--- src/sv/spq_pkg.sv ---
// types, codes and defaults shared by the stable priority task queue
package spq_pkg;

    localparam int QUEUE_DEPTH_DEF = 16;

    localparam logic [1:0] REQ_INSERT   = 2'd0;
    localparam logic [1:0] REQ_DISPATCH = 2'd1;
    localparam logic [1:0] REQ_RETIRE   = 2'd2;

    localparam logic [1:0] ST_OK          = 2'd0;
    localparam logic [1:0] ST_FULL        = 2'd1;
    localparam logic [1:0] ST_NO_DISPATCH = 2'd2;
    localparam logic [1:0] ST_NO_RETIRE   = 2'd3;

    typedef struct packed {
        logic [1:0] req_type;
        logic [7:0] task_order;
        logic [7:0] task_tag;
    } t_in_word;

    typedef struct packed {
        logic [1:0] status;
        logic [7:0] granted_tag;
        logic [4:0] queued_count;
    } t_out_word;

    typedef struct packed {
        logic [7:0] order;
        logic [7:0] tag;
        logic       busy;
    } t_entry;

    localparam int ENTRY_W = $bits(t_entry);

    typedef enum logic [2:0] {
        S_IDLE,
        S_DECODE,
        S_INS_WALK,
        S_INS_PUT,
        S_DSP,
        S_RET_SCAN,
        S_RET_SHIFT,
        S_DONE
    } t_state;

endpackage

--- src/sv/spq_ram.sv ---
// generic simple dual-port ram with registered read
module spq_ram #(
    parameter int WIDTH = 8,
    parameter int DEPTH = 16
) (
    input  logic                     i_clk,
    input  logic                     i_we,
    input  logic [$clog2(DEPTH)-1:0] i_waddr,
    input  logic [WIDTH-1:0]         i_wdata,
    input  logic [$clog2(DEPTH)-1:0] i_raddr,
    output logic [WIDTH-1:0]         o_rdata
);

    logic [WIDTH-1:0] r_mem [DEPTH];
    logic [WIDTH-1:0] r_rdata;

    always_ff @(posedge i_clk) begin
        if (i_we) begin
            r_mem[i_waddr] <= i_wdata;
        end
        r_rdata <= r_mem[i_raddr];
    end

    assign o_rdata = r_rdata;

endmodule

--- src/sv/stable_priority_task_queue.sv ---
// stable priority task queue: sorted entry ram walked by a sequencer
//
//  channel | valid      | stall       | word
//  --------+------------+-------------+------------------------------
//  in      | i_in_valid | o_in_stall  | i_in_word  (spq_pkg::t_in_word)
//  out     | o_out_valid| i_out_stall | o_out_word (spq_pkg::t_out_word)
//
//  one word at a time; insert and retire walk the held entries,
//  one entry moved per cycle through the ram's two ports
//  the next word is taken while a result still waits in the output register
//  reset is synchronous and clears count, state and output valid only
//  a stalled output holds the sequencer in its final state

module stable_priority_task_queue #(
    parameter int QUEUE_DEPTH = spq_pkg::QUEUE_DEPTH_DEF
) (
    input  logic                i_clk,
    input  logic                i_rst_n,
    input  logic                i_in_valid,
    output logic                o_in_stall,
    input  spq_pkg::t_in_word   i_in_word,
    output logic                o_out_valid,
    input  logic                i_out_stall,
    output spq_pkg::t_out_word  o_out_word
);

    localparam int AW = $clog2(QUEUE_DEPTH);
    localparam int CW = $clog2(QUEUE_DEPTH + 1);

    spq_pkg::t_state    r_state, n_state;
    spq_pkg::t_in_word  r_req, n_req;
    spq_pkg::t_out_word r_out, n_out;
    logic               r_out_valid, n_out_valid;
    logic [CW-1:0]      r_cnt, n_cnt;
    logic [CW-1:0]      r_idx, n_idx;
    logic [1:0]         r_status, n_status;
    logic [7:0]         r_gtag, n_gtag;

    logic               ram_we;
    logic [CW-1:0]      ram_wptr;
    logic [CW-1:0]      rd_ptr;
    spq_pkg::t_entry    ram_wdata;
    spq_pkg::t_entry    rd_data;
    spq_pkg::t_entry    new_entry;
    logic [spq_pkg::ENTRY_W-1:0] rd_raw;

    logic               in_acc;
    logic               out_free;
    logic               scan_last;
    logic               shift_last;
    logic               ins_here;
    logic [CW+4:0]      cnt_ext;

    spq_ram #(
        .WIDTH(spq_pkg::ENTRY_W),
        .DEPTH(QUEUE_DEPTH)
    ) u_ram (
        .i_clk  (i_clk),
        .i_we   (ram_we),
        .i_waddr(ram_wptr[AW-1:0]),
        .i_wdata(ram_wdata),
        .i_raddr(rd_ptr[AW-1:0]),
        .o_rdata(rd_raw)
    );

    assign rd_data     = spq_pkg::t_entry'(rd_raw);
    assign o_in_stall  = (r_state != spq_pkg::S_IDLE);
    assign in_acc      = i_in_valid && !o_in_stall;
    assign out_free    = !r_out_valid || !i_out_stall;
    assign scan_last   = (r_idx + CW'(1)) == r_cnt;
    assign shift_last  = (r_idx + CW'(2)) == r_cnt;
    assign ins_here    = rd_data.order <= r_req.task_order;
    assign cnt_ext     = {5'd0, r_cnt};
    assign new_entry   = '{order: r_req.task_order, tag: r_req.task_tag, busy: 1'b0};
    assign o_out_valid = r_out_valid;
    assign o_out_word  = r_out;

    always_comb begin
        n_state = r_state;
        case (r_state)
            spq_pkg::S_IDLE: begin
                if (in_acc) n_state = spq_pkg::S_DECODE;
            end
            spq_pkg::S_DECODE: begin
                case (r_req.req_type)
                    spq_pkg::REQ_INSERT: begin
                        if (r_cnt == CW'(QUEUE_DEPTH)) n_state = spq_pkg::S_DONE;
                        else if (r_cnt == '0) n_state = spq_pkg::S_INS_PUT;
                        else n_state = spq_pkg::S_INS_WALK;
                    end
                    spq_pkg::REQ_DISPATCH: begin
                        n_state = (r_cnt == '0) ? spq_pkg::S_DONE : spq_pkg::S_DSP;
                    end
                    spq_pkg::REQ_RETIRE: begin
                        n_state = (r_cnt == '0) ? spq_pkg::S_DONE : spq_pkg::S_RET_SCAN;
                    end
                    default: n_state = spq_pkg::S_DONE;
                endcase
            end
            spq_pkg::S_INS_WALK: begin
                if (ins_here) n_state = spq_pkg::S_DONE;
                else if (r_idx == CW'(1)) n_state = spq_pkg::S_INS_PUT;
            end
            spq_pkg::S_INS_PUT: n_state = spq_pkg::S_DONE;
            spq_pkg::S_DSP:     n_state = spq_pkg::S_DONE;
            spq_pkg::S_RET_SCAN: begin
                if (scan_last) n_state = spq_pkg::S_DONE;
                else if (rd_data.busy) n_state = spq_pkg::S_RET_SHIFT;
            end
            spq_pkg::S_RET_SHIFT: begin
                if (shift_last) n_state = spq_pkg::S_DONE;
            end
            spq_pkg::S_DONE: begin
                if (out_free) n_state = spq_pkg::S_IDLE;
            end
            default: n_state = spq_pkg::S_IDLE;
        endcase
    end

    always_comb begin
        n_req       = r_req;
        n_cnt       = r_cnt;
        n_idx       = r_idx;
        n_status    = r_status;
        n_gtag      = r_gtag;
        n_out       = r_out;
        n_out_valid = r_out_valid;
        ram_we      = 1'b0;
        ram_wptr    = r_idx;
        ram_wdata   = new_entry;
        rd_ptr      = '0;
        if (r_out_valid && !i_out_stall) n_out_valid = 1'b0;
        case (r_state)
            spq_pkg::S_IDLE: begin
                if (in_acc) n_req = i_in_word;
            end
            spq_pkg::S_DECODE: begin
                n_status = spq_pkg::ST_OK;
                n_gtag   = '0;
                n_idx    = '0;
                case (r_req.req_type)
                    spq_pkg::REQ_INSERT: begin
                        n_idx  = r_cnt;
                        rd_ptr = r_cnt - CW'(1);
                        if (r_cnt == CW'(QUEUE_DEPTH)) n_status = spq_pkg::ST_FULL;
                    end
                    spq_pkg::REQ_DISPATCH: begin
                        if (r_cnt == '0) n_status = spq_pkg::ST_NO_DISPATCH;
                    end
                    spq_pkg::REQ_RETIRE: begin
                        if (r_cnt == '0) n_status = spq_pkg::ST_NO_RETIRE;
                    end
                    default: n_status = spq_pkg::ST_OK;
                endcase
            end
            spq_pkg::S_INS_WALK: begin
                ram_we = 1'b1;
                if (ins_here) begin
                    n_cnt = r_cnt + CW'(1);
                end else begin
                    ram_wdata = rd_data;
                    n_idx     = r_idx - CW'(1);
                    rd_ptr    = r_idx - CW'(2);
                end
            end
            spq_pkg::S_INS_PUT: begin
                ram_we = 1'b1;
                n_cnt  = r_cnt + CW'(1);
            end
            spq_pkg::S_DSP: begin
                if (rd_data.busy) begin
                    n_status = spq_pkg::ST_NO_DISPATCH;
                end else begin
                    ram_we    = 1'b1;
                    ram_wptr  = '0;
                    ram_wdata = '{order: rd_data.order, tag: rd_data.tag, busy: 1'b1};
                    n_gtag    = rd_data.tag;
                end
            end
            spq_pkg::S_RET_SCAN: begin
                rd_ptr = r_idx + CW'(1);
                if (rd_data.busy) begin
                    n_gtag = rd_data.tag;
                    if (scan_last) n_cnt = r_cnt - CW'(1);
                end else if (scan_last) begin
                    n_status = spq_pkg::ST_NO_RETIRE;
                end else begin
                    n_idx = r_idx + CW'(1);
                end
            end
            spq_pkg::S_RET_SHIFT: begin
                ram_we    = 1'b1;
                ram_wdata = rd_data;
                if (shift_last) begin
                    n_cnt = r_cnt - CW'(1);
                end else begin
                    rd_ptr = r_idx + CW'(2);
                    n_idx  = r_idx + CW'(1);
                end
            end
            spq_pkg::S_DONE: begin
                if (out_free) begin
                    n_out_valid        = 1'b1;
                    n_out.status       = r_status;
                    n_out.granted_tag  = r_gtag;
                    n_out.queued_count = cnt_ext[4:0];
                end
            end
            default: n_idx = r_idx;
        endcase
    end

    always_ff @(posedge i_clk) begin
        if (!i_rst_n) begin
            r_state     <= spq_pkg::S_IDLE;
            r_cnt       <= '0;
            r_out_valid <= 1'b0;
        end else begin
            r_state     <= n_state;
            r_cnt       <= n_cnt;
            r_out_valid <= n_out_valid;
        end
        r_req    <= n_req;
        r_idx    <= n_idx;
        r_status <= n_status;
        r_gtag   <= n_gtag;
        r_out    <= n_out;
    end

`ifndef SYNTHESIS
    a_cnt_bound: assert property (@(posedge i_clk) disable iff (!i_rst_n)
        r_cnt <= CW'(QUEUE_DEPTH))
        else $error("entry count above depth");

    a_cnt_step: assert property (@(posedge i_clk) disable iff (!i_rst_n)
        (r_cnt != $past(r_cnt)) |->
            ((r_cnt == $past(r_cnt) + CW'(1)) || (r_cnt + CW'(1) == $past(r_cnt))))
        else $error("entry count moved by more than one");

    a_no_write_idle: assert property (@(posedge i_clk) disable iff (!i_rst_n)
        ((r_state == spq_pkg::S_IDLE) || (r_state == spq_pkg::S_DONE)) |-> !ram_we)
        else $error("ram written outside a request");

    a_write_in_range: assert property (@(posedge i_clk) disable iff (!i_rst_n)
        ram_we |-> (ram_wptr <= r_cnt) && (ram_wptr < CW'(QUEUE_DEPTH)))
        else $error("ram write beyond the held entries");

    a_done_loads: assert property (@(posedge i_clk) disable iff (!i_rst_n)
        ((r_state == spq_pkg::S_DONE) && out_free) |=>
            (o_out_valid && (r_state == spq_pkg::S_IDLE)))
        else $error("result not loaded on completion");
`endif

endmodule

--- config.mk ---
export PLATFORM = sky130hd
export DESIGN_NAME = stable_priority_task_queue
export DESIGN_NICKNAME = d
export VERILOG_FILES = /design/src/sv/spq_pkg.sv /design/src/sv/spq_ram.sv /design/src/sv/stable_priority_task_queue.sv
export SDC_FILE = /design/constraint.sdc
export NUM_CORES = 1
export LEC_CHECK = 0
export BUFFER_PORTS_ARGS = -buffer_cell sky130_fd_sc_hd__clkbuf_2
export CAP_MARGIN = 25
export CORE_ASPECT_RATIO = 1.1
export CORE_MARGIN = 4
export CORE_UTILIZATION = 52
export DETAILED_ROUTE_END_ITERATION = 6
export GPL_TIMING_DRIVEN = 0
export PLACE_DENSITY = 0.68
export REMOVE_ABC_BUFFERS = 1
export SLEW_MARGIN = 20
export SYNTH_ARGS = -nofsm -noshare
export SYNTH_HDL_FRONTEND = slang
export SYNTH_SLANG_ARGS = --single-unit
--- constraint.sdc ---
create_clock -name i_clk -period 4.95 [get_ports i_clk]
set_input_delay 1.2375 -clock i_clk [delete_from_list [all_inputs] [get_ports i_clk]]
set_output_delay 1.2375 -clock i_clk [all_outputs]
set_load 0.05 [all_outputs]
## Yosys cells after proc, flatten, opt, wreduce, memory -nomap -nowiden

Memories as Yosys holds them, arrays and structs flattened. A register that Yosys moved wholly into a read port is not among the register bits.
Index checks and enable logic that the tools add are counted.

- $add $sub $neg: 6
- $lt $le $gt $ge: 1
- Eq/ne operators: 27
- Mux-type cells: 51
- Reductions and logical operators: 22

Operators with widths:

| cell | number |
|---|---|
| 17-bit one-hot mux with 3 select lines | 1 |
| 5-bit two-way mux | 9 |
| 5-bit one-hot mux with 4 select lines | 2 |
| 17-bit two-way mux | 2 |
| 3-bit two-way mux | 8 |
| 8-bit one-hot mux with 3 select lines | 1 |
| 3-bit one-hot mux with 7 select lines | 1 |
| 4-bit two-way mux | 5 |
| 2-bit inequality test (second input constant) | 10 |
| 8-bit two-way mux | 2 |
| 4-bit one-hot mux with 4 select lines | 1 |
| 5-bit AND reduction | 3 |
| 2-bit two-way mux | 7 |
| 3-bit == test (second input constant) | 4 |
| 2-bit one-hot mux with 3 select lines | 2 |
| 5-bit by 1-bit adder with 5-bit output (second input constant) | 2 |
| 5-bit == test | 2 |
| 5-bit by 1-bit subtractor with 5-bit output (second input constant) | 2 |
| 3-bit one-hot mux with 3 select lines | 1 |
| 8-bit <= comparator | 1 |
| 1-bit two-way mux | 8 |
| 4-bit nonzero test | 2 |
| 3-bit by 2-bit == test with 1-bit output (second input constant) | 2 |
| 3-bit nonzero test | 2 |
| 22 further kinds | 27 |

- Register bits after elaboration: 57
- RAM bits: 272
- Bits of input ports: 22
- Output and inout bits: 17
- Logic and storage cells: 120
- Memories kept: 1

Memory list:

| name | words | width | rd ports | clocked after memory_dff | wr ports | line | source |
|---|---|---|---|---|---|---|---|
| u_ram.r_mem | 16 | 17 | 1 | 1 | 1 | spq_ram.sv:14 | `logic [WIDTH-1:0] r_mem [DEPTH];` |

## Longest topological paths before layout

Gate-level depths: netlist (run 1).

- Depth after elaboration: 5
- Gate-level depth with buffers: 15
- Mapped depth without buffers: 11

## Cells and area by module

From an unflattened synthesis (run 1), not the netlist that was laid out.

- Cell total of the unflattened synthesis: 770
- Area total of the unflattened synthesis: 14,023.4 µm²

By module, submodules not included:

| module | times used | cells each | area each (µm²) |
|---|---|---|---|
| spq_ram | 1 | 458 | 10,637.7 |
| stable_priority_task_queue | 1 | 312 | 3,385.7 |

## Worst setup path after synthesis (run 1)

OpenSTA, ideal clock, no wires.

- Path type: reg-to-reg
- From: register r_state[2]
- To: memory u_ram.r_mem[8][0] (netlist name) (enable)
- Library setup time: 0.441 ns
- Data arrival time: 2.924 ns
- Required time: 4.509 ns
- Slack: 1.585 ns
- Cell stages (with the launch flop): 7
- Path buffers: 2
- Cells stage by stage: dfxtp_1 -> buf_2 -> clkbuf_1 -> nand2_1 -> and2_1 -> nand3_1 -> nor4b_1

- Word-level cells in the longest chain between the ends: 5
- Elaborated cells on any way between the ends: 9
- Classes of those cells: eq/ne (4); mux (4); reduce/logical (1)

RTL lines:

| what | line | source |
|---|---|---|
| start: declaration | stable_priority_task_queue.sv:30 | `spq_pkg::t_state r_state, n_state;` |
| start signal: assignment | stable_priority_task_queue.sv:215 | `r_state <= spq_pkg::S_IDLE;` |
| start signal: assignment | stable_priority_task_queue.sv:219 | `r_state <= n_state;` |
| 3-bit == test / 3-bit by 2-bit == test with 1-bit output (equally long branches) | stable_priority_task_queue.sv:133 | `case (r_state)` |
| 3-bit OR reduction (no line) | n/a |  |
| 1-bit one-hot mux with 2 select lines | stable_priority_task_queue.sv:133 |  |
| 1-bit two-way mux | spq_ram.sv:18 | `if (i_we) begin` |
| 1-bit two-way mux (not written as such) | spq_ram.sv:19 | `r_mem[i_waddr] <= i_wdata;` |
| end: declaration | spq_ram.sv:14 |  |

Parallel ways exist; a longest one is shown, timed or not.

## Final worst setup path (run 1)

- From: register r_idx[1]
- To: register u_ram.r_rdata[1] (netlist: u_ram.o_rdata[1]) (read register of u_ram.r_mem)

- Word-level cells in the longest chain between the ends: 4
- Elaborated cells on any way between the ends: 7
- Classes of those cells: add/sub (3); eq/ne (1); mux (3)

RTL lines:

| what | line | source |
|---|---|---|
| start: declaration | stable_priority_task_queue.sv:35 | `logic [CW-1:0] r_idx, n_idx;` |
| start signal: assignment | stable_priority_task_queue.sv:224 | `r_idx <= n_idx;` |
| 5-bit by 2-bit adder with 5-bit output | stable_priority_task_queue.sv:197 | `rd_ptr = r_idx + CW'(2);` |
| 5-bit == test | stable_priority_task_queue.sv:71 | `assign shift_last = (r_idx + CW'(2)) == r_cnt;` |
| 4-bit two-way mux | stable_priority_task_queue.sv:194 | `if (shift_last) begin` |
| 4-bit one-hot mux with 4 select lines (*) | stable_priority_task_queue.sv:133 |  |
| end: declaration | spq_ram.sv:15 | `logic [WIDTH-1:0] r_rdata;` |

Every way passes the cells marked *; elsewhere a longest branch is shown, timed or not.
A chain may end at the register's enable or synchronous reset.

==> results of run 1 <==
-- sequential cells by signal, indices dropped and copies added (netlist names) --
signal         count
o_out_valid        1
u_ram.r_mem      272
new_entry         16
r_status           2
r_req              2
u_ram.o_rdata     17
r_gtag             8
r_state            3
o_out_word        15
r_idx              5
r_cnt              5
-- per-layer routing --
layer | GRT usage | wire length [um]
met5 | 0 | 17
met4 | 0.09123 | 1443
met3 | 0.04226 | 2592
met2 | 0.3797 | 17350
met1 | 0.3095 | 14580
-- cell usage in the layout (no fill, tap or decap), types with 7 or more instances in the layout --
cell type                     n
sky130_fd_sc_hd__a21oi_1     28
sky130_fd_sc_hd__a221oi_1    15
sky130_fd_sc_hd__o311ai_1    13
sky130_fd_sc_hd__nor2_1      18
sky130_fd_sc_hd__a21o_1      12
sky130_fd_sc_hd__clkbuf_1    10
sky130_fd_sc_hd__nand2_1    209
sky130_fd_sc_hd__clkbuf_16   40
sky130_fd_sc_hd__a221o_1     15
sky130_fd_sc_hd__clkbuf_2    38
sky130_fd_sc_hd__o21ai_0     13
sky130_fd_sc_hd__nand3_1     99
sky130_fd_sc_hd__a32oi_1     14
sky130_fd_sc_hd__nand4_1     18
sky130_fd_sc_hd__a31oi_1     19
sky130_fd_sc_hd__dfxtp_1     26
sky130_fd_sc_hd__mux2i_1     17
sky130_fd_sc_hd__clkinv_2     8
sky130_fd_sc_hd__buf_16      15
sky130_fd_sc_hd__mux2_2       9
sky130_fd_sc_hd__a21oi_2      7
sky130_fd_sc_hd__ha_1        20
sky130_fd_sc_hd__xnor2_1     11
sky130_fd_sc_hd__inv_1       20
sky130_fd_sc_hd__buf_8        8
sky130_fd_sc_hd__nor3_1       8
sky130_fd_sc_hd__and2_1      13
sky130_fd_sc_hd__o21ai_1     11
sky130_fd_sc_hd__edfxtp_1   320
sky130_fd_sc_hd__nor2_4      17
-- layout make-up --
cell class,count,area (um^2),area share
sequential,346,10130,0.5939
multi-input combinational,674,4302,0.2522
clock buffer,52,1066,0.06250
timing repair buffer,73,832.0,0.04879
tap,363,454.2,0.02663
clock inverter,17,190.2,0.01115
inverter,21,78.83,0.004622
antenna,1,2.502,0.0001467
-- per-stage QoR --
stage,total power (uW),util
6_report,11210,0.6103
5_1_grt,11770,0.6102
4_1_cts,11160,0.6080
3_5_place_dp,8349,0.5630
3_3_place_gp,7941,0.5365
2_1_floorplan,6791,-
-- how the worst max path moves through the flow --
stage / from / end / slack (ns) / cells past startpoint
global route: r_idx[1] / u_ram.o_rdata[16] / 0.31 / 12
CTS: r_idx[1] / u_ram.o_rdata[1] / 0.53 / 12
floorplan: r_idx[1] / u_ram.o_rdata[15] / 0.30 / 10
finish: r_idx[1] / u_ram.o_rdata[1] / 0.44 / 12
detailed placement: r_idx[1] / u_ram.o_rdata[0] / 0.53 / 12
global placement: r_idx[1] / u_ram.o_rdata[15] / -1.85 / 10
-- kinds of logic (layout without fill, tap and decap cells) --
kind of cell	after synthesis	after routing	share of synthesized area
flops	346	346	0.6856
mux	26	26	0.01838
compound gates	198	198	0.1042
simple gates	410	410	0.1269
other cells	0	1	0
buf+inv	91	163	0.03404
fa+ha+maj	20	20	0.01694
xor+xnor	20	20	0.01389
-- where the power goes --
group	leakage (uW)	internal [uW]	switching [uW]
Combinational	0.00222	1450	2700
Clock	0.000615	1680	1120
Sequential	0.00313	3980	275
==> impl_metrics.csv, run 1 <==
group,metric,value,unit
timing,tightestPinTransition,1.094,ns
floorplanning,die_height,184.8,um
critical_path,critical_path_buf_inv_count,3,
timing,final_max_slew_viol_count,0,
critical_path,cp_data_required_time,5.31,ns
critical_path,cp_data_arrival_time,4.86,ns
timing,timing.final.hold_violations,0,
critical_path,rrSetupSlack,0.44,ns
synth,synthesis.instances,1111,
placement,place.detailed.instances,1472,
clocking,root_buffer,"sky130_fd_sc_hd__clkbuf_16",
cells_and_area,layout.cell_area.non_filler,17060,um^2
timing,finalClockSkew,0.01573,ns
synth,register_area_share_after_synthesis,0.6856,
floorplanning,top_level_ports,39,
clocking,tritoncts_clock_tree,"yes",
placement,placement.setup.worst_slack,0.5282,ns
synth,synth.top_cells.by_count,"sky130_fd_sc_hd__edfxtp_1 (320), sky130_fd_sc_hd__nand2_1 (209), sky130_fd_sc_hd__nand3_1 (99), sky130_fd_sc_hd__buf_2 (35), sky130_fd_sc_hd__nor2_1 (35)",
critical_path,worst-setup-path-type,"register to register",
route,detailedRoute.firstPassIterationCount,7,
worst_hold_path,min_path_cells,0,
critical_path,cp_cell_sequence,"inv_1, ha_1, xnor2_1, and3_1, a31o_2, o221ai_1, a21oi_4, buf_16, buf_8, nor2_2, nand3_1, o311ai_1",
floorplanning,dieArea,31180,um^2
timing,fin_worst_hold_slack,0.4139,ns
synth,synthesis.yosys.warnings,0,
cells_and_area,final_cells,1547,
clocking,clk-insertion-delay-late,0.53,ns
clocking,max-clock-path-buffers,3,
synth,synth-edff-count,320,
run_status,run_status,"complete, no violations",
clocking,cts_buffers,38,
route,drt_drc_violations_left,0,
critical_path,worstReg2RegStart,"r_idx[1]",
route,num_vias,9616,
synth,yosysMostFrequentCell,"sky130_fd_sc_hd__edfxtp_1",
clocking,cts-htree-levels,2,
critical_path,worst_r2r_dst,"u_ram.o_rdata[1]",
synth,yosys.cell_types.count,77,
cells_and_area,synthToLayoutAreaGrowth,15.44,%
timing,fmax,221.8,MHz
timing,setup-violations-final,0,
floorplanning,floorplan.core_area,27950,um^2
grt,grt_start_max_net_pins,88,
placement,port_buffers,38,
worst_hold_path,hold_class,"register to register",
synth,synth_ff_type,"sky130_fd_sc_hd__edfxtp_1",
route,routed_wirelength,35.98,mm
run,cap_violations,0,
cells_and_area,design.final.nets,1196,
clocking,clock-sinks,346,
placement,routabilityCongestion,0.8659,
critical_path,r2r_depth,12,
power_and_ir_drop,power.static_leakage,0.005965,uW
timing,finalWorstPathRequiredPeriod,4.508,ns
critical_path,path_delay_family,"compound AO/OA/AOI/OAI gates",
route,dr.first_iter.drc_count,1052,
cells_and_area,fillCellCount,2054,
synth,ys_top_cells_by_area,"sky130_fd_sc_hd__edfxtp_1 (65%), sky130_fd_sc_hd__nand2_1 (5.3%), sky130_fd_sc_hd__dfxtp_1 (3.5%), sky130_fd_sc_hd__nand3_1 (3.4%), sky130_fd_sc_hd__ha_1 (1.7%)",
route,post_drt_via_cell_ratio,6.216,
floorplanning,initial_utilization,0.5287,
clocking,cts.clk_slew.worst_paths,0.06,ns
floorplanning,placementRows,64,
clocking,postCtsHoldBufs,0,
synth,mappedNetlistArea,14770,um^2
grt,grt_antenna_before_repair,2,
grt,globalRouteTotalUtil,0.2313,
clocking,postCtsSetupBuffers,0,
worst_hold_path,worstHoldEndpoint,"o_out_word[11]",
floorplanning,fp.dieW,168.7,um
worst_hold_path,hold_path_startpoint,"r_gtag[6]",
grt,globalRouteOverflowTotal,0,
grt,global_route_wire_length_before_repair,55.35,mm
synth,synthArstFlopShare,0,
critical_path,cp_slowest_stage_delay,0.76,ns
cells_and_area,drive_gt1_frac,0.1598,
timing,final.setup.worst_slack,0.4418,ns
synth,syn_area_per_cell,13.30,um^2
critical_path,crit_slowest_cell,"sky130_fd_sc_hd__a31o_2",
timing,tns,0,ns
timing,period_share,0.9107,
route,avgRoutedWirePerCell,23.26,um
synth,synth_top_area_frac,0.6504,
synth,biggest_area_consumer_among_synthesized_cells,"sky130_fd_sc_hd__edfxtp_1",
timing,timing.slew.headroom,0.2674,
timing,rsz_0062_raised_after_global_routing,"false",
critical_path,largest_fanout_on_the_critical_path,32,
critical_path,critical_path.endpoint_type,"register",
power_and_ir_drop,vdd_drop_max,421.9,uV
clocking,resized_gates_after_cts,0,
critical_path,critical_path.startpoint_type,"register",
route,postRouteAntennaNets,0,
grt,vias_in_the_first_global_route,9364,
placement,detailedPlacementHpwl,21.73,mm
power_and_ir_drop,p_per_area,657.3,nW/um^2
synth,postSynthRegisterBits,346,
placement,total_cell_area_at_the_placement_stage,15740,um^2
Note: power is estimated with default switching activity, not from simulation.
==> inputs of run 2 (changes only) <==
--- a/config.mk
+++ b/config.mk
@@ -14,7 +14,9 @@
 export GPL_TIMING_DRIVEN = 0
 export PLACE_DENSITY = 0.68
 export REMOVE_ABC_BUFFERS = 1
+export SETUP_SLACK_MARGIN = 0.5
 export SLEW_MARGIN = 20
 export SYNTH_ARGS = -nofsm -noshare
 export SYNTH_HDL_FRONTEND = slang
+export SYNTH_HIERARCHICAL = 1
 export SYNTH_SLANG_ARGS = --single-unit
==> run 2 against run 1 <==
  * Synthesized area decreased by 5.1%
  * Design area decreased by 4.1%
  * Synthesized cell count decreased by 31%
  * Die area decreased by 4.9%
  * Largest cell class unchanged
  * Largest power group unchanged
==> impl_metrics.csv, run 2 <==
group,metric,value,unit
run_status,run_status,"complete, no violations",
critical_path,cp_data_required_time,5.34,ns
placement,routabilityCongestion,0.8803,
critical_path,worst-setup-path-type,"register to register",
timing,rsz_0062_raised_after_global_routing,"false",
timing,tns,0,ns
grt,met3_usage,0.03432,
clocking,cts.clk_slew.worst_paths,0.06,ns
timing,fmax,246.4,MHz
cells_and_area,synthToLayoutAreaGrowth,16.58,%
clocking,cts-htree-levels,2,
synth,synthArstFlopShare,0,
floorplanning,fp.dieW,164.6,um
grt,busiest_layer,"met2",
power_and_ir_drop,combinationalPowerShare,0.338,
cells_and_area,design.final.nets,878,
critical_path,worstReg2RegStart,"r_state[1]",
critical_path,r2r_depth,10,
route,postRouteAntennaNets,0,
clocking,cts_buffers,35,
clocking,postCtsHoldBufs,0,
worst_hold_path,hold_path_startpoint,"r_gtag[0]",
cells_and_area,final_cells,1214,
power_and_ir_drop,power.static_leakage,0.005410,uW
synth,syn_area_per_cell,18.21,um^2
synth,synth-edff-count,320,
power_and_ir_drop,power_frac_clock,0.252,
floorplanning,placementRows,62,
critical_path,cp_data_arrival_time,4.45,ns
cells_and_area,fillCellCount,1888,
synth,mappedNetlistArea,14020,um^2
grt,vias_in_the_first_global_route,7642,
placement,place.detailed.instances,1150,
clocking,clock-sinks,346,
grt,gr_met2_demand_resource,0.3395,
synth,postSynthRegisterBits,346,
clocking,max-clock-path-buffers,3,
synth,yosys.cell_types.count,66,
timing,setup-violations-final,0,
power_and_ir_drop,vdd_drop_max,382.5,uV
placement,detailedPlacementHpwl,19.34,mm
grt,globalRouteOverflowTotal,0,
route,routed_wirelength,30.73,mm
power_and_ir_drop,p_int,7114,uW
critical_path,critical_path.endpoint_type,"register",
worst_hold_path,worstHoldEndpoint,"o_out_word[5]",
grt,global_route.usage.met1,0.3013,
route,drt_drc_violations_left,0,
synth,ys_top_cells_by_area,"sky130_fd_sc_hd__edfxtp_1 (69%), sky130_fd_sc_hd__mux4_2 (10%), sky130_fd_sc_hd__dfxtp_1 (3.7%), sky130_fd_sc_hd__a22oi_1 (1.9%), sky130_fd_sc_hd__ha_1 (1.9%)",
floorplanning,die_height,180.2,um
floorplanning,top_level_ports,39,
critical_path,worst_r2r_dst,"u_ram/o_rdata[5]",
clocking,tritoncts_clock_tree,"yes",
cells_and_area,drive_gt1_frac,0.2749,
run,cap_violations,0,
synth,synth.top_cells.by_count,"sky130_fd_sc_hd__edfxtp_1 (320), sky130_fd_sc_hd__mux4_2 (65), sky130_fd_sc_hd__nand2_1 (39), sky130_fd_sc_hd__nor2_1 (36), sky130_fd_sc_hd__a22oi_1 (35)",
power_and_ir_drop,share_seq_of_total_power,0.410,
synth,synthesis.instances,770,
grt,global_route_wire_length_before_repair,46.93,mm
synth,synth_ff_type,"sky130_fd_sc_hd__edfxtp_1",
grt,grt_start_max_net_pins,27,
route,detailedRoute.firstPassIterationCount,5,
critical_path,largest_fanout_on_the_critical_path,19,
route,post_drt_via_cell_ratio,6.133,
floorplanning,floorplan.core_area,26380,um^2
synth,biggest_area_consumer_among_synthesized_cells,"sky130_fd_sc_hd__edfxtp_1",
route,avgRoutedWirePerCell,25.31,um
clocking,clk-insertion-delay-late,0.52,ns
power_and_ir_drop,p_switching,3420,uW
timing,finalClockSkew,0.01731,ns
clocking,resized_gates_after_cts,0,
worst_hold_path,min_path_cells,0,
floorplanning,dieArea,29660,um^2
cells_and_area,largest_reg_flops,272,
power_and_ir_drop,power_switching_share,0.3247,
cells_and_area,final_util,0.6198,
synth,synthesis.yosys.warnings,6,
power_and_ir_drop,p_per_area,644.4,nW/um^2
placement,port_buffers,38,
cells_and_area,antenna_cells_inserted,0,
floorplanning,initial_utilization,0.5317,
cells_and_area,most-common-layout-cells,"sky130_fd_sc_hd__edfxtp_1 (320), sky130_fd_sc_hd__mux4_2 (65), sky130_fd_sc_hd__nand2_1 (39)",
cells_and_area,largest-register,"u_ram/r_mem",
timing,period_share,0.8198,
timing,finalWorstPathRequiredPeriod,4.058,ns
timing,tightestPinTransition,0.9455,ns
clocking,postCtsSetupBuffers,0,
synth,synth_top_area_frac,0.6852,
timing,timing.final.hold_violations,0,
route,dr.first_iter.drc_count,746,
critical_path,critical_path.startpoint_type,"register",
cells_and_area,mostFrequentLayoutCell,"sky130_fd_sc_hd__edfxtp_1",
synth,yosysMostFrequentCell,"sky130_fd_sc_hd__edfxtp_1",
critical_path,rrSetupSlack,0.89,ns
worst_hold_path,hold_class,"register to register",
synth,register_area_share_after_synthesis,0.7223,
clocking,root_buffer,"sky130_fd_sc_hd__clkbuf_16",
timing,final_max_slew_viol_count,0,
timing,timing.slew.headroom,0.3688,
grt,grt_antenna_before_repair,1,
grt,globalRouteTotalUtil,0.2097,
route,num_vias,7445,
==> run 2: how the worst max path moves through the flow <==
stage	from	end	slack, ns
finish	r_state[1]	u_ram/o_rdata[5]	0.89
global route	r_state[1]	u_ram/o_rdata[5]	0.68
CTS	r_state[1]	u_ram/o_rdata[5]	0.68
detailed placement	r_state[1]	u_ram/o_rdata[5]	0.68
global placement	r_state[1]	u_ram/o_rdata[6]	-7.42
floorplan	r_state[1]	u_ram/o_rdata[11]	-3.79
==> run 2: kinds of logic after synthesis <==
kind of cell             after synthesis  synth area share
AND/OR/NAND/NOR                      133           0.04711
multiplexers                          87            0.1250
AO/OA/AOI/OAI                        103           0.05300
buffers and inverters                 61           0.02088
adder cells (fa/ha/maj)               21           0.01874
XOR/XNOR                              19           0.01294
flip-flops                           346            0.7223
==> run 2: power groups by stage <==
stage | clock network [uW] | registers [uW] | logic, uW
after floorplan | 0 | 4290 | 2470
after global placement | 0 | 4350 | 3380
after detailed placement | 0 | 4370 | 3550
after CTS | 2700 | 4310 | 3570
after global routing | 2820 | 4360 | 3850
final | 2650 | 4320 | 3560
==> run 2: metal layers <==
layer | vias up | part of all wire
li1 | 3239 | -
met1 | 3869 | 0.42
met2 | 288 | 0.50
met3 | 49 | 0.064
met4 | 0 | 0.021
met5 | - | 0
==> run 2: area by class of cell <==
cell class / instances / area [um^2] / area share
clock buffers: 49 / 1011 / 0.06184
clock inverters: 15 / 158.9 / 0.009720
inverters: 21 / 78.83 / 0.004822
multi-input cells: 363 / 3786 / 0.2316
flip-flops and latches: 346 / 10130 / 0.6196
well taps: 352 / 440.4 / 0.02694
repair buffers: 68 / 743.2 / 0.04546
==> run 2: metrics by stage <==
step	hold slack [ns]	cell area, um^2	setup slack, ns	power (uW)
3_5_place_dp	0.4080	15170	0.6836	7921
2_1_floorplan	0.4003	13810	-3.791	6756
6_report	0.4160	16350	0.8919	10530
3_3_place_gp	0.4031	14440	-7.417	7730
5_1_grt	0.4174	16350	0.6806	11030
4_1_cts	0.4189	16340	0.6839	10580
==> run 2: critical path, cell delays in order (launching register included) <==
cell and delay, ns:
sky130_fd_sc_hd__dfxtp_1 0.72, sky130_fd_sc_hd__nor3b_2 0.52, sky130_fd_sc_hd__nand2_1 0.10, sky130_fd_sc_hd__a211oi_1 0.60, sky130_fd_sc_hd__nor3_4 0.17, sky130_fd_sc_hd__o221ai_4 0.52, sky130_fd_sc_hd__buf_8 0.24, sky130_fd_sc_hd__buf_16 0.18
sky130_fd_sc_hd__mux4_2 0.50, sky130_fd_sc_hd__a22oi_1 0.28, sky130_fd_sc_hd__nand2_1 0.10
==> inputs of run 3 (changes only) <==
--- a/config.mk
+++ b/config.mk
@@ -12,7 +12,7 @@
 export CORE_UTILIZATION = 52
 export DETAILED_ROUTE_END_ITERATION = 6
 export GPL_TIMING_DRIVEN = 0
-export PLACE_DENSITY = 0.68
+export PLACE_DENSITY = 0.71
 export REMOVE_ABC_BUFFERS = 1
 export SETUP_SLACK_MARGIN = 0.5
 export SLEW_MARGIN = 20
==> constraint.sdc (replaced) <==
create_clock -name i_clk -period 3.7 [get_ports i_clk]
set_input_delay 0.925 -clock i_clk [delete_from_list [all_inputs] [get_ports i_clk]]
set_output_delay 0.925 -clock i_clk [all_outputs]
set_load 0.05 [all_outputs]
==> run 3 against run 2 <==
  * Largest power group unchanged
  * Combinational power grew 58%
  * Critical endpoint is now u_ram/o_rdata[7]
  * Via count grew 3.1%
  * Power grew 45%
  * Design area grew 4.6%
  * Count of clock-buffer cells in the layout shrank 6
  * Critical path type unchanged
  * Critical path depth grew 4
==> impl_metrics.csv, run 3 (synthesis results as in run 2) <==
group,metric,value,unit
floorplanning,initial_utilization,0.5317,
cells_and_area,antenna_cells_inserted,0,
power_and_ir_drop,share_seq_of_total_power,0.379,
clocking,clock-sinks,346,
cells_and_area,fillCellCount,1730,
power_and_ir_drop,power_switching_share,0.3215,
timing,timing.slew.headroom,0.3021,
timing,timing.final.hold_violations,0,
worst_hold_path,hold_class,"register to register",
timing,finalClockSkew,0.01645,ns
power_and_ir_drop,combinationalPowerShare,0.368,
critical_path,largest_fanout_on_the_critical_path,6,
clocking,root_buffer,"sky130_fd_sc_hd__clkbuf_16",
critical_path,r2r_depth,14,
cells_and_area,final_cells,1250,
route,avgRoutedWirePerCell,25.80,um
timing,rsz_0062_raised_after_global_routing,"true",
clocking,cts_buffers,36,
placement,port_buffers,38,
timing,final_max_slew_viol_count,0,
cells_and_area,design.final.nets,914,
worst_hold_path,min_path_cells,0,
timing,tightestPinTransition,1.043,ns
grt,grt_start_max_net_pins,27,
grt,grt_antenna_before_repair,0,
run,cap_violations,0,
cells_and_area,most-common-layout-cells,"sky130_fd_sc_hd__edfxtp_1 (320), sky130_fd_sc_hd__mux4_2 (65), sky130_fd_sc_hd__clkbuf_16 (41)",
placement,routabilityCongestion,0.8530,
worst_hold_path,worstHoldEndpoint,"o_out_word[7]",
timing,fmax,308.5,MHz
power_and_ir_drop,power.static_leakage,0.005713,uW
critical_path,cp_data_arrival_time,3.65,ns
critical_path,critical_path_buf_inv_count,6,
clocking,cts-htree-levels,2,
floorplanning,top_level_ports,39,
route,routed_wirelength,32.25,mm
critical_path,cp_data_required_time,4.11,ns
critical_path,crit_top_cell,"sky130_fd_sc_hd__buf_16",
timing,period_share,0.8761,
cells_and_area,largest_reg_flops,272,
floorplanning,die_height,180.2,um
timing,finalWorstPathRequiredPeriod,3.241,ns
cells_and_area,synthToLayoutAreaGrowth,21.92,%
cells_and_area,largest-register,"u_ram/r_mem",
power_and_ir_drop,power_frac_clock,0.253,
floorplanning,fp.dieW,164.6,um
route,dr.first_iter.drc_count,817,
route,detailedRoute.firstPassIterationCount,5,
critical_path,worstReg2RegStart,"new_entry[14]",
route,postRouteAntennaNets,0,
clocking,clk-insertion-delay-late,0.52,ns
critical_path,cp_slowest_stage_delay,0.55,ns
placement,placement.setup.worst_slack,-0.5653,ns
critical_path,cp_num_cells,14,
critical_path,rrSetupSlack,0.46,ns
critical_path,path_delay_family,"buffers and inverters",
power_and_ir_drop,p_int,10360,uW
floorplanning,placementRows,62,
grt,vias_in_the_first_global_route,7957,
route,post_drt_via_cell_ratio,6.140,
critical_path,crit_slowest_cell,"sky130_fd_sc_hd__mux4_1",
critical_path,worst-setup-path-type,"register to register",
critical_path,critical_path.endpoint_type,"register",
clocking,cts.clk_slew.worst_paths,0.06,ns
critical_path,critical_path.startpoint_type,"register",
route,drt_drc_violations_left,0,
power_and_ir_drop,p_switching,4906,uW
grt,globalRouteOverflowTotal,0,
floorplanning,dieArea,29660,um^2
power_and_ir_drop,vdd_drop_max,426.0,uV
timing,final.setup.worst_slack,0.4585,ns
power_and_ir_drop,p_per_area,892.6,nW/um^2
power_and_ir_drop,total_power,15260,uW
route,num_vias,7675,
grt,globalRouteTotalUtil,0.2165,
timing,setup-violations-final,0,
critical_path,cp_cell_sequence,"inv_1, ha_1, nand4_1, buf_4, a211oi_2, nor3_4, o221ai_4, clkbuf_16, buf_16, buf_16, buf_12, mux4_1, a22oi_1, nand2_1",
clocking,max-clock-path-buffers,3,
grt,global_route_wire_length_before_repair,48.13,mm
timing,tns,0,ns
placement,place.detailed.instances,1145,
critical_path,worst_r2r_dst,"u_ram/o_rdata[7]",
worst_hold_path,hold_path_startpoint,"r_gtag[2]",
cells_and_area,drive_gt1_frac,0.3441,
run_status,run_status,"complete, no violations",
clocking,tritoncts_clock_tree,"yes",
floorplanning,floorplan.core_area,26380,um^2
placement,detailedPlacementHpwl,18.94,mm
cells_and_area,mostFrequentLayoutCell,"sky130_fd_sc_hd__edfxtp_1",
-- run 3: power groups by stage --
stage | Clock [uW] | Combinational (uW) | Sequential, uW
2_1_floorplan | 0 | 3310 | 5730
3_3_place_gp | 0 | 4170 | 5820
3_5_place_dp | 0 | 4730 | 5850
4_1_cts | 3920 | 5250 | 5770
5_1_grt | 4110 | 6000 | 5850
6_report | 3860 | 5610 | 5790
-- run 3: per-stage QoR --
stage / instance area, um^2 / util / hold WS, ns
2_1_floorplan: 13810 / - / 0.4003
3_3_place_gp: 14440 / 0.5475 / 0.4025
3_5_place_dp: 15060 / 0.5708 / 0.4057
4_1_cts: 16730 / 0.6343 / 0.4193
5_1_grt: 17100 / 0.6482 / 0.4327
6_report: 17100 / 0.6482 / 0.4165
-- run 3: worst max path at each step --
stage	start	to	slack, ns
after CTS	r_idx[1]	u_ram/o_rdata[7]	0.50
final	new_entry[14]	u_ram/o_rdata[7]	0.46
after floorplan	r_state[1]	u_ram/o_rdata[11]	-5.04
after global placement	r_state[1]	u_ram/o_rdata[6]	-8.33
after detailed placement	r_state[1]	u_ram/o_rdata[7]	-0.57
after global routing	new_entry[12]	u_ram/o_rdata[7]	0.34
-- run 3: final cells by class --
type,count,area (um^2),share of cell area
timing repair buffer,103,1167,0.06828
clock inverter,22,294.0,0.01720
inverter,21,78.83,0.004610
sequential,346,10140,0.5930
clock buffer,43,999.7,0.05847
tap,352,440.4,0.02576
multi-input combinational,363,3979,0.2327
-- run 3: what timing repair did --
| item | in CTS | in global routing |
|---|---|---|
| gates resized for setup | 26 | 28 |
| endpoints found under the setup margin | 261 | 319 |
| pin swaps | 11 | 21 |
| hold buffers | 0 | 0 |
| cloned | 0 | 1 |
| setup buffers | 25 | 13 |
-- run 3: metal layers --
layer | global-route usage | part of all wire | up-vias
li1 | - | - | 3292
met1 | 0.2945 | 0.39 | 3981
met2 | 0.3539 | 0.51 | 321
met3 | 0.03615 | 0.065 | 81
met4 | 0.08120 | 0.032 | 0
met5 | 0 | 0 | -
